File: src/sv/jpegls_run_mode_decoder_top_assert.svh
// Assertion macros for the run-mode decoder.
`ifndef JPEGLS_RUN_MODE_DECODER_TOP_ASSERT_SVH
`define JPEGLS_RUN_MODE_DECODER_TOP_ASSERT_SVH

// Same-cycle implication, checked outside reset.
`define JRMD_ASSERT_NOW(label, clk, rst, ante, cons) \
  label: assert property (@(posedge clk) disable iff (rst) (ante) |-> (cons)) \
    else $error("jrmd assertion failed");

// Next-cycle implication, checked outside reset.
`define JRMD_ASSERT_NEXT(label, clk, rst, ante, cons) \
  label: assert property (@(posedge clk) disable iff (rst) (ante) |=> (cons)) \
    else $error("jrmd assertion failed");

`endif

File: src/sv/jrmd_pkg.sv
// Shared types, codes and tables of the run-mode decoder.
package jrmd_pkg;

  localparam int unsigned LINE_MAX  = 4096;
  localparam int unsigned CFG_W     = 17;
  localparam int unsigned CFG_IDX_W = 3;

  // Item operations
  localparam logic [1:0] OP_START = 2'd0;
  localparam logic [1:0] OP_BIT   = 2'd1;
  localparam logic [1:0] OP_ABOVE = 2'd2;
  localparam logic [1:0] OP_CLEAR = 2'd3;

  // Result kinds
  localparam logic [1:0] KIND_FILL   = 2'd0;
  localparam logic [1:0] KIND_REQ    = 2'd1;
  localparam logic [1:0] KIND_SAMPLE = 2'd2;

  // Configuration register indexes
  localparam logic [CFG_IDX_W-1:0] REG_NEAR   = 3'd0;
  localparam logic [CFG_IDX_W-1:0] REG_MAXVAL = 3'd1;
  localparam logic [CFG_IDX_W-1:0] REG_RANGE  = 3'd2;
  localparam logic [CFG_IDX_W-1:0] REG_LIMIT  = 3'd3;
  localparam logic [CFG_IDX_W-1:0] REG_QBPP   = 3'd4;
  localparam logic [CFG_IDX_W-1:0] REG_RTHR   = 3'd5;
  localparam logic [CFG_IDX_W-1:0] REG_AINIT  = 3'd6;

  // Decoding phase of the current run
  typedef enum logic [6:0] {
    PH_IDLE  = 7'b0000001,
    PH_RUN   = 7'b0000010,
    PH_REM   = 7'b0000100,
    PH_WAIT  = 7'b0001000,
    PH_UNARY = 7'b0010000,
    PH_REG   = 7'b0100000,
    PH_ESC   = 7'b1000000
  } phase_t;

  // Sequencer of the shared datapath
  typedef enum logic [8:0] {
    S_READY = 9'b000000001,
    S_REQ   = 9'b000000010,
    S_KSRCH = 9'b000000100,
    S_MAP   = 9'b000001000,
    S_MUL   = 9'b000010000,
    S_NORM  = 9'b000100000,
    S_DIV   = 9'b001000000,
    S_SIGN  = 9'b010000000,
    S_FIX   = 9'b100000000
  } seq_t;

  typedef struct packed {
    logic [1:0]  kind;
    logic [15:0] value;
    logic [12:0] count;
    logic        last;
  } res_t;

  // Run order J for a run index
  function automatic logic [3:0] run_order(input logic [4:0] idx);
    logic [3:0] j;
    case (idx) inside
      [5'd0:5'd3]:   j = 4'd0;
      [5'd4:5'd7]:   j = 4'd1;
      [5'd8:5'd11]:  j = 4'd2;
      [5'd12:5'd15]: j = 4'd3;
      [5'd16:5'd17]: j = 4'd4;
      [5'd18:5'd19]: j = 4'd5;
      [5'd20:5'd21]: j = 4'd6;
      [5'd22:5'd23]: j = 4'd7;
      default:       j = 4'(idx - 5'd16);
    endcase
    return j;
  endfunction

endpackage

File: src/sv/jrmd_if.sv
// Valid/ready channel interfaces for decoder items and results.
interface jrmd_item_if;
  logic        valid;
  logic        ready;
  logic [1:0]  operation;
  logic        bit_req;
  logic [15:0] run_value;
  logic [12:0] columns_left;
  logic [15:0] above_value;

  modport source(output valid, operation, bit_req, run_value, columns_left, above_value,
                 input ready);
  modport sink(input valid, operation, bit_req, run_value, columns_left, above_value,
               output ready);
endinterface

interface jrmd_result_if;
  logic        valid;
  logic        ready;
  logic [1:0]  kind;
  logic [15:0] value;
  logic [12:0] count;
  logic        last;

  modport source(output valid, kind, value, count, last, input ready);
  modport sink(input valid, kind, value, count, last, output ready);
endinterface

File: src/sv/jpegls_run_mode_decoder_top.sv
// Run-mode decoder: bit-serial run scan, k search, Golomb decode and modular reconstruction.
// Start, clear and run/remainder/code bits act when taken; a request is queued in S_REQ.
// A neighbour item starts the shift-compare k search (S_KSRCH), with k <= 31.
// The last code bit runs map, multiply, normalise, modulo (restoring divider), sign, fix.
// Results leave through a 3-entry queue; an item is taken while at most one result waits.
// Reset (rst, synchronous) sets the configuration defaults, statistics and an idle phase.
`include "jpegls_run_mode_decoder_top_assert.svh"

module jpegls_run_mode_decoder_top (
  input  logic                            clk,
  input  logic                            rst,
  input  logic                            cfg_we,
  input  logic [jrmd_pkg::CFG_IDX_W-1:0]  cfg_index,
  input  logic [jrmd_pkg::CFG_W-1:0]      cfg_data,
  jrmd_item_if.sink                       item,
  jrmd_result_if.source                   result
);

  // configuration
  logic [7:0]  near;
  logic [15:0] maxval;
  logic [16:0] rng;
  logic [6:0]  limit;
  logic [4:0]  qbpp;
  logic [7:0]  rthr;
  logic [10:0] a_init;

  // run state and statistics
  logic [4:0]  run_index, previous_run_index;
  logic [31:0] error_sum [2];
  logic [7:0]  occurrences [2];
  logic [7:0]  negative_count [2];
  jrmd_pkg::phase_t phase;
  jrmd_pkg::seq_t   seq;
  logic [5:0]  bits_pending;
  logic [15:0] partial_count;
  logic [15:0] held_run_value, held_above;
  logic [12:0] remaining_columns;
  logic [6:0]  unary_zeros;
  logic [16:0] code_value;
  logic [4:0]  golomb_k;
  logic        interrupt_type;

  // datapath registers
  logic [38:0] ksh;
  logic [32:0] temp;
  logic        err_neg;
  logic [16:0] mag;
  logic [8:0]  scale;
  logic [25:0] m;
  logic signed [26:0] rx;
  logic [25:0] dq, rem;
  logic [4:0]  dcnt;
  logic signed [27:0] rres;

  // result queue
  jrmd_pkg::res_t q [3];
  logic [1:0] wp, rp, cnt;

  logic        accept, pop, push;
  jrmd_pkg::res_t push_res;
  logic [3:0]  j, jp;
  logic [15:0] fill_r;
  logic        run_fits, run_last;
  logic [15:0] pc_shift, pc_eff, rc_m1, req_cnt;
  logic [5:0]  bp_dec;
  logic [16:0] code_sh, uz_sh;
  logic signed [8:0] thresh;
  logic        t_in;
  logic        t;
  logic [16:0] em;
  logic [7:0]  n_t, nn_t;
  logic        map_c, neg_c;
  logic [16:0] mag_c;
  logic [25:0] sc_mag;
  logic [15:0] pred;
  logic        flip;
  logic [26:0] rem_sh;
  logic signed [28:0] radj;
  logic [15:0] sample;
  logic [7:0]  nn_inc, occ_h;
  logic [31:0] es_add;
  logic        halve;

  assign accept      = item.valid & item.ready;
  assign pop         = result.valid & result.ready;
  assign item.ready  = (seq == jrmd_pkg::S_READY) && (cnt <= 2'd1);
  assign result.valid = (cnt != 2'd0);
  assign result.kind  = q[rp].kind;
  assign result.value = q[rp].value;
  assign result.count = q[rp].count;
  assign result.last  = q[rp].last;

  // Run scan and remainder arithmetic
  always_comb begin
    j        = jrmd_pkg::run_order(run_index);
    jp       = jrmd_pkg::run_order(previous_run_index);
    fill_r   = 16'd1 << j;
    run_fits = {3'b0, remaining_columns} >= fill_r;
    run_last = {3'b0, remaining_columns} == fill_r;
    pc_shift = {partial_count[14:0], item.bit_req};
    bp_dec   = (bits_pending != 6'd0) ? bits_pending - 6'd1 : 6'd0;
    pc_eff   = (phase == jrmd_pkg::PH_REM) ? pc_shift : 16'd0;
    rc_m1    = {3'b0, remaining_columns - 13'd1};
    req_cnt  = (remaining_columns != 13'd0 && pc_eff > rc_m1) ? rc_m1 : pc_eff;
    code_sh  = {code_value[15:0], item.bit_req};
    uz_sh    = 17'(unary_zeros) << golomb_k;
    thresh   = $signed({2'b0, limit}) - $signed({5'b0, jp}) - 9'sd2
               - $signed({4'b0, qbpp});
    t_in     = (held_run_value == item.above_value);
  end

  // Error unmapping and statistics
  always_comb begin
    t      = interrupt_type;
    em     = code_value;
    n_t    = occurrences[t];
    nn_t   = negative_count[t];
    if (em[0]) begin
      map_c = !t;
      mag_c = 17'(({1'b0, em} + 18'd1) >> 1);
    end else if (t) begin
      map_c = 1'b1;
      mag_c = 17'(({1'b0, em} + 18'd2) >> 1);
    end else begin
      map_c = 1'b0;
      mag_c = {1'b0, em[16:1]};
    end
    neg_c = (golomb_k == 5'd0 && !map_c && {nn_t, 1'b0} < {1'b0, n_t}) ||
            (map_c && {nn_t, 1'b0} >= {1'b0, n_t}) ||
            (map_c && golomb_k != 5'd0);
    sc_mag = {9'b0, mag} * {17'b0, scale};
    pred   = t ? held_run_value : held_above;
    flip   = err_neg ^ (!t && held_above < held_run_value);
    rem_sh = {rem, dq[25]};
    nn_inc = err_neg ? nn_t + 8'd1 : nn_t;
    es_add = error_sum[t] + 32'(({1'b0, em} + 18'd1 - {17'b0, t}) >> 1);
    halve  = (n_t == rthr);
    occ_h  = halve ? {1'b0, n_t[7:1]} : n_t;
  end

  // Modular wrap and clamp of the reconstructed sample
  always_comb begin
    radj = 29'(rres);
    if (m != 26'd0) begin
      if (radj < -$signed({21'b0, near}))
        radj = radj + $signed({3'b0, m});
      else if (radj > $signed({13'b0, maxval}) + $signed({21'b0, near}))
        radj = radj - $signed({3'b0, m});
    end
    if (radj < 29'sd0)                          sample = 16'd0;
    else if (radj > $signed({13'b0, maxval}))   sample = maxval;
    else                                        sample = radj[15:0];
  end

  // Result to enqueue this cycle
  always_comb begin
    push     = 1'b0;
    push_res = '{kind: jrmd_pkg::KIND_FILL, value: held_run_value,
                 count: req_cnt[12:0], last: 1'b0};
    if (accept && item.operation == jrmd_pkg::OP_BIT) begin
      if (phase == jrmd_pkg::PH_RUN) begin
        if (item.bit_req) begin
          push = 1'b1;
          push_res.count = run_fits ? fill_r[12:0] : remaining_columns;
          push_res.last  = run_fits ? run_last : 1'b1;
        end else begin
          push = (j == 4'd0);
        end
      end else if (phase == jrmd_pkg::PH_REM) begin
        push = (bp_dec == 6'd0);
      end
    end else if (seq == jrmd_pkg::S_REQ) begin
      push = 1'b1;
      push_res = '{kind: jrmd_pkg::KIND_REQ, value: 16'd0, count: 13'd0, last: 1'b0};
    end else if (seq == jrmd_pkg::S_FIX) begin
      push = 1'b1;
      push_res = '{kind: jrmd_pkg::KIND_SAMPLE, value: sample, count: 13'd1, last: 1'b1};
    end
  end

  // Result queue: write at wp, read at rp
  always_ff @(posedge clk) begin
    if (push) q[wp] <= push_res;
    if (rst) begin
      wp  <= 2'd0;
      rp  <= 2'd0;
      cnt <= 2'd0;
    end else begin
      if (push) wp <= (wp == 2'd2) ? 2'd0 : wp + 2'd1;
      if (pop)  rp <= (rp == 2'd2) ? 2'd0 : rp + 2'd1;
      cnt <= cnt + {1'b0, push} - {1'b0, pop};
    end
  end

  // Configuration writes
  always_ff @(posedge clk) begin
    if (rst) begin
      near   <= 8'd0;
      maxval <= 16'd255;
      rng    <= 17'd256;
      limit  <= 7'd32;
      qbpp   <= 5'd8;
      rthr   <= 8'd64;
      a_init <= 11'd4;
    end else if (cfg_we) begin
      case (cfg_index)
        jrmd_pkg::REG_NEAR:   near   <= cfg_data[7:0];
        jrmd_pkg::REG_MAXVAL: maxval <= cfg_data[15:0];
        jrmd_pkg::REG_RANGE:  rng    <= cfg_data[16:0];
        jrmd_pkg::REG_LIMIT:  limit  <= cfg_data[6:0];
        jrmd_pkg::REG_QBPP:   qbpp   <= cfg_data[4:0];
        jrmd_pkg::REG_RTHR:   rthr   <= cfg_data[7:0];
        jrmd_pkg::REG_AINIT:  a_init <= cfg_data[10:0];
        default: ;
      endcase
    end
  end

  // Datapath payload: no reset needed
  always_ff @(posedge clk) begin
    case (seq)
      jrmd_pkg::S_MAP: begin
        err_neg <= neg_c && (mag_c != 17'd0);
        mag     <= mag_c;
        m       <= {9'b0, rng} * {17'b0, scale};
      end
      jrmd_pkg::S_MUL: begin
        rx <= flip ? $signed({11'b0, pred}) - $signed({1'b0, sc_mag})
                   : $signed({11'b0, pred}) + $signed({1'b0, sc_mag});
      end
      jrmd_pkg::S_NORM: begin
        rres <= 28'(rx);
        dq   <= rx[26] ? 26'(-rx) : rx[25:0];
        rem  <= 26'd0;
        dcnt <= 5'd25;
      end
      jrmd_pkg::S_DIV: begin
        rem  <= (rem_sh >= {1'b0, m}) ? 26'(rem_sh - {1'b0, m}) : rem_sh[25:0];
        dq   <= {dq[24:0], 1'b0};
        dcnt <= dcnt - 5'd1;
      end
      jrmd_pkg::S_SIGN: begin
        rres <= rx[26] ? -$signed({2'b0, rem}) : $signed({2'b0, rem});
      end
      default: ;
    endcase
    if (seq == jrmd_pkg::S_READY) scale <= {near, 1'b1};
  end

  // Sequencer, phase and statistics
  always_ff @(posedge clk) begin
    if (rst) begin
      seq                <= jrmd_pkg::S_READY;
      phase              <= jrmd_pkg::PH_IDLE;
      run_index          <= 5'd0;
      previous_run_index <= 5'd0;
      for (int c = 0; c < 2; c++) begin
        error_sum[c]      <= 32'd4;
        occurrences[c]    <= 8'd1;
        negative_count[c] <= 8'd0;
      end
      bits_pending      <= 6'd0;
      partial_count     <= 16'd0;
      held_run_value    <= 16'd0;
      held_above        <= 16'd0;
      remaining_columns <= 13'd0;
      unary_zeros       <= 7'd0;
      code_value        <= 17'd0;
      golomb_k          <= 5'd0;
      interrupt_type    <= 1'b0;
      ksh               <= 39'd0;
      temp              <= 33'd0;
    end else begin
      case (seq)
        jrmd_pkg::S_READY: begin
          if (accept) begin
            case (item.operation)
              jrmd_pkg::OP_START: begin
                held_run_value <= item.run_value;
                if (item.columns_left > 13'(jrmd_pkg::LINE_MAX))
                  remaining_columns <= 13'(jrmd_pkg::LINE_MAX);
                else if (item.columns_left == 13'd0)
                  remaining_columns <= 13'd1;
                else
                  remaining_columns <= item.columns_left;
                partial_count <= 16'd0;
                bits_pending  <= 6'd0;
                unary_zeros   <= 7'd0;
                code_value    <= 17'd0;
                phase         <= jrmd_pkg::PH_RUN;
              end
              jrmd_pkg::OP_CLEAR: begin
                for (int c = 0; c < 2; c++) begin
                  error_sum[c]      <= {21'b0, a_init};
                  occurrences[c]    <= 8'd1;
                  negative_count[c] <= 8'd0;
                end
                run_index          <= 5'd0;
                previous_run_index <= 5'd0;
              end
              jrmd_pkg::OP_ABOVE: begin
                // start the k search for the interruption sample
                if (phase == jrmd_pkg::PH_WAIT) begin
                  held_above     <= item.above_value;
                  interrupt_type <= t_in;
                  temp <= t_in ? {1'b0, error_sum[1]} + {26'b0, occurrences[1][7:1]}
                               : {1'b0, error_sum[0]};
                  ksh      <= {31'b0, occurrences[t_in]};
                  golomb_k <= 5'd0;
                  seq      <= jrmd_pkg::S_KSRCH;
                end
              end
              default: begin
                case (phase)
                  jrmd_pkg::PH_RUN: begin
                    if (item.bit_req) begin
                      if (run_fits) begin
                        remaining_columns <= remaining_columns - fill_r[12:0];
                        if (run_index < 5'd31) begin
                          previous_run_index <= run_index;
                          run_index          <= run_index + 5'd1;
                        end
                        if (run_last) phase <= jrmd_pkg::PH_IDLE;
                      end else begin
                        remaining_columns <= 13'd0;
                        phase             <= jrmd_pkg::PH_IDLE;
                      end
                    end else begin
                      previous_run_index <= run_index;
                      if (run_index != 5'd0) run_index <= run_index - 5'd1;
                      partial_count <= 16'd0;
                      bits_pending  <= {2'b0, j};
                      if (j == 4'd0) begin
                        remaining_columns <= remaining_columns - req_cnt[12:0];
                        phase <= jrmd_pkg::PH_WAIT;
                        seq   <= jrmd_pkg::S_REQ;
                      end else begin
                        phase <= jrmd_pkg::PH_REM;
                      end
                    end
                  end
                  jrmd_pkg::PH_REM: begin
                    partial_count <= pc_shift;
                    bits_pending  <= bp_dec;
                    if (bp_dec == 6'd0) begin
                      remaining_columns <= remaining_columns - req_cnt[12:0];
                      phase <= jrmd_pkg::PH_WAIT;
                      seq   <= jrmd_pkg::S_REQ;
                    end
                  end
                  jrmd_pkg::PH_UNARY: begin
                    if (!item.bit_req) begin
                      if (unary_zeros < 7'd127) unary_zeros <= unary_zeros + 7'd1;
                    end else if ($signed({2'b0, unary_zeros}) < thresh) begin
                      phase        <= jrmd_pkg::PH_REG;
                      bits_pending <= {1'b0, golomb_k};
                      // the unary part is added once the k low bits are in
                      code_value   <= (golomb_k == 5'd0) ? uz_sh : 17'd0;
                      if (golomb_k == 5'd0) seq <= jrmd_pkg::S_MAP;
                    end else begin
                      phase        <= jrmd_pkg::PH_ESC;
                      bits_pending <= {1'b0, qbpp};
                      code_value   <= (qbpp == 5'd0) ? 17'd1 : 17'd0;
                      if (qbpp == 5'd0) seq <= jrmd_pkg::S_MAP;
                    end
                  end
                  jrmd_pkg::PH_REG, jrmd_pkg::PH_ESC: begin
                    bits_pending <= bp_dec;
                    if (bp_dec != 6'd0)
                      code_value <= code_sh;
                    else begin
                      code_value <= (phase == jrmd_pkg::PH_REG) ? uz_sh + code_sh
                                                                : code_sh + 17'd1;
                      seq <= jrmd_pkg::S_MAP;
                    end
                  end
                  default: ;
                endcase
              end
            endcase
          end
        end
        jrmd_pkg::S_REQ: seq <= jrmd_pkg::S_READY;
        jrmd_pkg::S_KSRCH: begin
          // one shift-compare step a cycle
          if (golomb_k < 5'd31 && ksh < {6'b0, temp}) begin
            golomb_k <= golomb_k + 5'd1;
            ksh      <= {ksh[37:0], 1'b0};
          end else begin
            unary_zeros <= 7'd0;
            code_value  <= 17'd0;
            phase       <= jrmd_pkg::PH_UNARY;
            seq         <= jrmd_pkg::S_READY;
          end
        end
        jrmd_pkg::S_MAP: seq <= jrmd_pkg::S_MUL;
        jrmd_pkg::S_MUL: seq <= jrmd_pkg::S_NORM;
        jrmd_pkg::S_NORM: seq <= (m == 26'd0) ? jrmd_pkg::S_FIX : jrmd_pkg::S_DIV;
        jrmd_pkg::S_DIV: if (dcnt == 5'd0) seq <= jrmd_pkg::S_SIGN;
        jrmd_pkg::S_SIGN: seq <= jrmd_pkg::S_FIX;
        jrmd_pkg::S_FIX: begin
          // update context statistics with halving
          error_sum[t]      <= halve ? {1'b0, es_add[31:1]} : es_add;
          negative_count[t] <= halve ? {1'b0, nn_inc[7:1]} : nn_inc;
          occurrences[t]    <= occ_h + 8'd1;
          phase             <= jrmd_pkg::PH_IDLE;
          seq               <= jrmd_pkg::S_READY;
        end
        default: seq <= jrmd_pkg::S_READY;
      endcase
    end
  end

  `JRMD_ASSERT_NOW(a_room_on_ready, clk, rst, item.ready, cnt <= 2'd1)
  `JRMD_ASSERT_NEXT(a_req_returns, clk, rst, seq == jrmd_pkg::S_REQ, seq == jrmd_pkg::S_READY && cnt != 2'd0)
  `JRMD_ASSERT_NEXT(a_div_ends, clk, rst, seq == jrmd_pkg::S_DIV && dcnt == 5'd0, seq == jrmd_pkg::S_SIGN)
  `JRMD_ASSERT_NEXT(a_sample_idles, clk, rst, seq == jrmd_pkg::S_FIX, phase == jrmd_pkg::PH_IDLE && cnt != 2'd0)

endmodule
File: src/flat_wrapper.sv
// flat-port wrapper written by rule: the top's interface ports become plain ports
module jpegls_run_mode_decoder_top_flat 
  (clk, rst, cfg_we, cfg_index, cfg_data, item_valid, item_operation, item_bit_req, item_run_value, item_columns_left, item_above_value, item_ready, result_valid, result_kind, result_value, result_count, result_last, result_ready);
  jrmd_item_if item_i ();
  jrmd_result_if result_i ();
  input  logic clk;
  input  logic rst;
  input  logic cfg_we;
  input  logic [jrmd_pkg::CFG_IDX_W-1:0] cfg_index;
  input  logic [jrmd_pkg::CFG_W-1:0] cfg_data;
  input wire logic [$bits(item_i.valid)-1:0] item_valid;
  input wire logic [$bits(item_i.operation)-1:0] item_operation;
  input wire logic [$bits(item_i.bit_req)-1:0] item_bit_req;
  input wire logic [$bits(item_i.run_value)-1:0] item_run_value;
  input wire logic [$bits(item_i.columns_left)-1:0] item_columns_left;
  input wire logic [$bits(item_i.above_value)-1:0] item_above_value;
  output wire logic [$bits(item_i.ready)-1:0] item_ready;
  output wire logic [$bits(result_i.valid)-1:0] result_valid;
  output wire logic [$bits(result_i.kind)-1:0] result_kind;
  output wire logic [$bits(result_i.value)-1:0] result_value;
  output wire logic [$bits(result_i.count)-1:0] result_count;
  output wire logic [$bits(result_i.last)-1:0] result_last;
  input wire logic [$bits(result_i.ready)-1:0] result_ready;
  assign item_i.valid = item_valid;
  assign item_i.operation = item_operation;
  assign item_i.bit_req = item_bit_req;
  assign item_i.run_value = item_run_value;
  assign item_i.columns_left = item_columns_left;
  assign item_i.above_value = item_above_value;
  assign item_ready = item_i.ready;
  assign result_valid = result_i.valid;
  assign result_kind = result_i.kind;
  assign result_value = result_i.value;
  assign result_count = result_i.count;
  assign result_last = result_i.last;
  assign result_i.ready = result_ready;
  jpegls_run_mode_decoder_top u_core (.clk(clk), .rst(rst), .cfg_we(cfg_we), .cfg_index(cfg_index), .cfg_data(cfg_data), .item(item_i), .result(result_i));
endmodule
File: config.mk
export PLATFORM = sky130hd
export DESIGN_NAME = jpegls_run_mode_decoder_top_flat
export DESIGN_NICKNAME = d
export VERILOG_FILES = /design/src/sv/jrmd_pkg.sv /design/src/sv/jrmd_if.sv /design/src/sv/jpegls_run_mode_decoder_top.sv /design/src/flat_wrapper.sv
export VERILOG_INCLUDE_DIRS = /design/src /design/src/sv
export SDC_FILE = /design/constraint.sdc
export NUM_CORES = 2
export LEC_CHECK = 0
export ABC_CLOCK_PERIOD_IN_PS = 13890
export CORE_MARGIN = 2
export CORE_UTILIZATION = 59
export CTS_CLUSTER_SIZE = 30
export DETAILED_ROUTE_END_ITERATION = 7
export DONT_BUFFER_PORTS = 1
export PLACE_DENSITY = 0.75
export SYNTH_ARGS = -nofsm -noshare
export SYNTH_HDL_FRONTEND = slang
export SYNTH_SLANG_ARGS = --single-unit
File: constraint.sdc
create_clock -name clk -period 13.89 [get_ports clk]
set_input_delay 1.389 -clock clk [delete_from_list [all_inputs] [get_ports clk]]
set_output_delay 1.389 -clock clk [all_outputs]
set_load 0.005 [all_outputs]
==> flow_results.xml <==
<?xml version="1.0" encoding="UTF-8"?>
<metrics>
  <group name="drt">
    <metric name="vias_per_cell" unit="">6.22</metric>
    <metric name="number_of_design_rule_violations_left_by_the_first_detailed_router_iteration" unit="">4417</metric>
    <metric name="post-route-drc-count" unit="">0</metric>
    <metric name="routed_wl" unit="um">153000</metric>
    <metric name="detail-route-antenna-nets" unit="">0</metric>
    <metric name="num_vias" unit="">45200</metric>
    <metric name="firstDrtPassIters" unit="">8</metric>
    <metric name="detailed_route_wire_length_per_cell" unit="um">21.0</metric>
  </group>
  <group name="worst_setup_path">
    <metric name="cpMaxStageDelayCell" unit="">sky130_fd_sc_hd__o21a_1</metric>
    <metric name="critPathBufInv" unit="">3</metric>
    <metric name="crit_type" unit="">flop to flop</metric>
    <metric name="path_delay_family" unit="">compound AO/OA/AOI/OAI gates</metric>
    <metric name="worstSetupEndpointType" unit="">flop</metric>
    <metric name="crit_path_frequent_cell" unit="">sky130_fd_sc_hd__o21ai_0</metric>
    <metric name="critPathMaxFanout" unit="">18</metric>
    <metric name="critical_path.max_stage_delay" unit="ns">0.56</metric>
    <metric name="setup.reg_to_reg.worst_slack" unit="ns">5.88</metric>
    <metric name="critPathLaunchType" unit="">flop</metric>
    <metric name="required" unit="ns">14.34</metric>
    <metric name="timing.critical_path.arrival" unit="ns">8.47</metric>
  </group>
  <group name="sta">
    <metric name="setup-tns-final" unit="ns">0</metric>
    <metric name="max_clock_freq" unit="MHz">125</metric>
    <metric name="period_needed" unit="ns">8.01</metric>
    <metric name="setup-violations-final" unit="">0</metric>
    <metric name="finClkSkew" unit="ns">0.0283</metric>
    <metric name="slew_viols_final" unit="">0</metric>
    <metric name="layout_worst_path_cycle_share" unit="%">57.7</metric>
    <metric name="rsz0062_at_grt" unit="">no</metric>
    <metric name="finalHoldViolCount" unit="">0</metric>
    <metric name="slew-limit-headroom" unit="%">20.6</metric>
    <metric name="worst_slew_pin_slew" unit="ns">1.19</metric>
    <metric name="final.setup.worst_slack" unit="ns">5.88</metric>
  </group>
  <group name="placed_design">
    <metric name="pre_cts_ws" unit="ns">5.95</metric>
    <metric name="io_buffers" unit="">0</metric>
    <metric name="dp_hpwl" unit="um">114000</metric>
    <metric name="gp_routability_congestion" unit="">0.981</metric>
  </group>
  <group name="yosys">
    <metric name="netlist-cell-type-count" unit="">124</metric>
    <metric name="synth.cell_area" unit="um2">53800</metric>
    <metric name="ys_seq_elements" unit="">631</metric>
    <metric name="proportion_of_synthesized_chip_area_in_sequential_cells" unit="%">30.1</metric>
    <metric name="synth_enable_flop_cells" unit="">356</metric>
    <metric name="postSynthAreaPerCell" unit="um2">8.65</metric>
    <metric name="synthesis.instances" unit="">6225</metric>
    <metric name="postSynth.topFlopCell" unit="">sky130_fd_sc_hd__edfxtp_1</metric>
    <metric name="synth-warning-count" unit="">0</metric>
    <metric name="synth.net_count" unit="">6970</metric>
    <metric name="async_flop_share" unit="%">0</metric>
  </group>
  <group name="clock_network">
    <metric name="cts.repair.resized" unit="">0</metric>
    <metric name="cts_inserted_buffers" unit="">72</metric>
    <metric name="cts.reportedPaths.clkPinSlew" unit="ns">0.06</metric>
    <metric name="clockRootBuffer" unit="">sky130_fd_sc_hd__clkbuf_16</metric>
    <metric name="setup_fix_buffers_added_after_clock_tree_synthesis" unit="">0</metric>
    <metric name="worst_skew_pair.late_latency" unit="ns">0.65</metric>
    <metric name="cts_tree" unit="">done</metric>
    <metric name="clock_tree.htree_level_count" unit="">3</metric>
    <metric name="clock_tree.buffer_depth" unit="">3</metric>
    <metric name="cts.sinks" unit="">631</metric>
    <metric name="cts_hold_repair.buffers" unit="">0</metric>
  </group>
  <group name="power">
    <metric name="p_leak" unit="nW">23.5</metric>
    <metric name="cellPowerDensity" unit="nW/um2">89.7</metric>
    <metric name="vdd.ir_drop.worst" unit="V">0.000122</metric>
  </group>
  <group name="die">
    <metric name="io-pin-count" unit="">107</metric>
    <metric name="die_area" unit="um2">93700</metric>
    <metric name="core_region_area" unit="um2">90100</metric>
    <metric name="die_x" unit="um">306</metric>
    <metric name="die_h" unit="um">306</metric>
    <metric name="row_count" unit="">110</metric>
    <metric name="effective_utilization_at_floorplan" unit="%">59.7</metric>
  </group>
  <group name="grt">
    <metric name="antenna_found_initial" unit="">3</metric>
    <metric name="grt-ovfl-total" unit="">0</metric>
    <metric name="first_global_vias" unit="">43200</metric>
    <metric name="groute.usage.overall" unit="%">32.2</metric>
    <metric name="grt_max_degree" unit="">250</metric>
    <metric name="global_route_wire_length_before_repair" unit="um">240000</metric>
  </group>
  <group name="hold_path">
    <metric name="min_path_type" unit="">flop to flop</metric>
  </group>
  <group name="outcome">
    <metric name="status" unit="">finished, final reports clean</metric>
  </group>
  <group name="layout">
    <metric name="flow.area_growth_from_synthesis" unit="%">5.54</metric>
    <metric name="multi_input_comb_area" unit="um2">34600</metric>
    <metric name="n_fill_cell" unit="">7567</metric>
    <metric name="seqCellArea" unit="um2">16200</metric>
    <metric name="number_of_nets_at_the_end_of_the_flow" unit="">6788</metric>
    <metric name="drive_gt1_share" unit="%">5.46</metric>
  </group>
  <group name="job">
    <metric name="maximum_capacitance_violations" unit="">0</metric>
  </group>
</metrics>
## worst reg2reg max path, delay by kind of cell, from the launching register on
family	cells	cell delay (ns)
buf+inv	3	0.47
simple gates	14	2.08
fa+ha+maj	4	1.16
xor+xnor	1	0.14
compound gates	16	3.20
mux	1	0.39
flops	1	0.43
## state kept, by name, indices dropped and copies added (netlist names), 17 cells and up, named ones only
signal,cells
u_core.ksh,39
u_core.rx,27
u_core.mag,17
u_core.m,26
u_core.error_sum,64
u_core.temp,33
u_core.rem,26
u_core.dq,26
u_core.q,96
u_core.rres,28
u_core.code_value,17
u_core.rng,17
## through the flow
stage	hold WS (ns)	power, W	cells	cell area (um2)	util (%)
floorplan	0.427	0.00295	6225	53800	-
global placement	0.432	0.00315	7145	54400	60.4
detailed placement	0.440	0.00318	7145	54400	60.4
CTS	0.446	0.00510	7277	56800	63.0
global route	0.474	0.00531	7277	56800	63.0
finish	0.449	0.00510	7279	56800	63.0
## per-layer routing
layer | wire, um | track usage (%) | vias up
li1 | - | - | 21300
met1 | 62500 | 42.8 | 21600
met2 | 69700 | 52.0 | 1844
met3 | 13100 | 4.67 | 406
met4 | 7750 | 15.0 | 4
met5 | 27 | 0 | -
## cell type report
cell class / count / share of cell area [%]
clock inverters: 35 / 0.711
inverters: 475 / 3.14
well taps: 1176 / 2.59
multi-input cells: 4810 / 60.9
repair buffers: 53 / 0.700
flip-flops and latches: 631 / 28.5
diodes: 2 / 0.00881
clock buffers: 97 / 3.46
## placed cells by master, fill, tap and decap left out, drive strengths merged, types with 33 or more instances in the layout
master,n
fa,225
o21bai,37
o21a,37
buf,53
o21ai,337
xnor2,224
xor2,146
dfxtp,275
nor4,46
mux2i,137
a21oi,497
ha,447
nor2b,60
a211oi,34
nand4,50
o211ai,51
nor3,109
or3,37
nor2,524
edfxtp,356
o31ai,33
clkbuf,97
inv,476
nand2,806
nand2b,63
a21o,108
and3,54
a31oi,39
nand3,145
and2,155
mux2,60
## cell usage after synthesis (31+ instances only)
library cell,count,area (um2)
sky130_fd_sc_hd__o21a_1,36,270
sky130_fd_sc_hd__mux2_2,59,664
sky130_fd_sc_hd__nor2b_1,59,369
sky130_fd_sc_hd__a21oi_1,493,2470
sky130_fd_sc_hd__mux2i_1,136,1360
sky130_fd_sc_hd__fa_1,225,4500
sky130_fd_sc_hd__nor2_1,521,1960
sky130_fd_sc_hd__and2_1,153,957
sky130_fd_sc_hd__o31ai_1,33,248
sky130_fd_sc_hd__xor2_1,146,1280
sky130_fd_sc_hd__nand2_1,804,3020
sky130_fd_sc_hd__inv_1,470,1760
sky130_fd_sc_hd__o21bai_1,36,270
sky130_fd_sc_hd__nand3_1,143,716
sky130_fd_sc_hd__nand4_1,49,307
sky130_fd_sc_hd__clkbuf_1,266,998
sky130_fd_sc_hd__a21o_1,106,796
sky130_fd_sc_hd__xnor2_1,224,1960
sky130_fd_sc_hd__and3_1,53,332
sky130_fd_sc_hd__or3_1,35,219
sky130_fd_sc_hd__o211ai_1,50,375
sky130_fd_sc_hd__a31oi_1,38,238
sky130_fd_sc_hd__a211oi_1,31,233
sky130_fd_sc_hd__edfxtp_1,356,10700
sky130_fd_sc_hd__nand2b_1,62,388
sky130_fd_sc_hd__nor3_1,107,536
sky130_fd_sc_hd__dfxtp_1,275,5510
sky130_fd_sc_hd__ha_1,447,5590
sky130_fd_sc_hd__nor4_1,42,263
sky130_fd_sc_hd__o21ai_0,313,1570
## logic make-up after synthesis
kind of cell             synth area share [%]
AND/OR/NAND/NOR                          19.2
AO/OA/AOI/OAI                            16.3
buffers and inverters                    5.77
adder cells (fa/ha/maj)                  18.8
flip-flops                               30.1
XOR/XNOR                                 6.02
multiplexers                             3.88
## where the power goes
group          internal, W  switching (W)
Combinational     0.000415       0.000654
Clock              0.00112       0.000827
Sequential         0.00203      0.0000490
Total              0.00357        0.00153
## final timing paths
kind                            startpoint                       end  depth (start not counted)
hold reg to reg   u_core.partial_count[14]  u_core.partial_count[14]                          2
hold / removal    u_core.partial_count[14]  u_core.partial_count[14]                          2
setup / recovery            u_core.near[0]           u_core.q[1][14]                         39
setup reg to reg            u_core.near[0]           u_core.q[1][14]                         39
No activity file was read; power rests on OpenSTA's default activity.
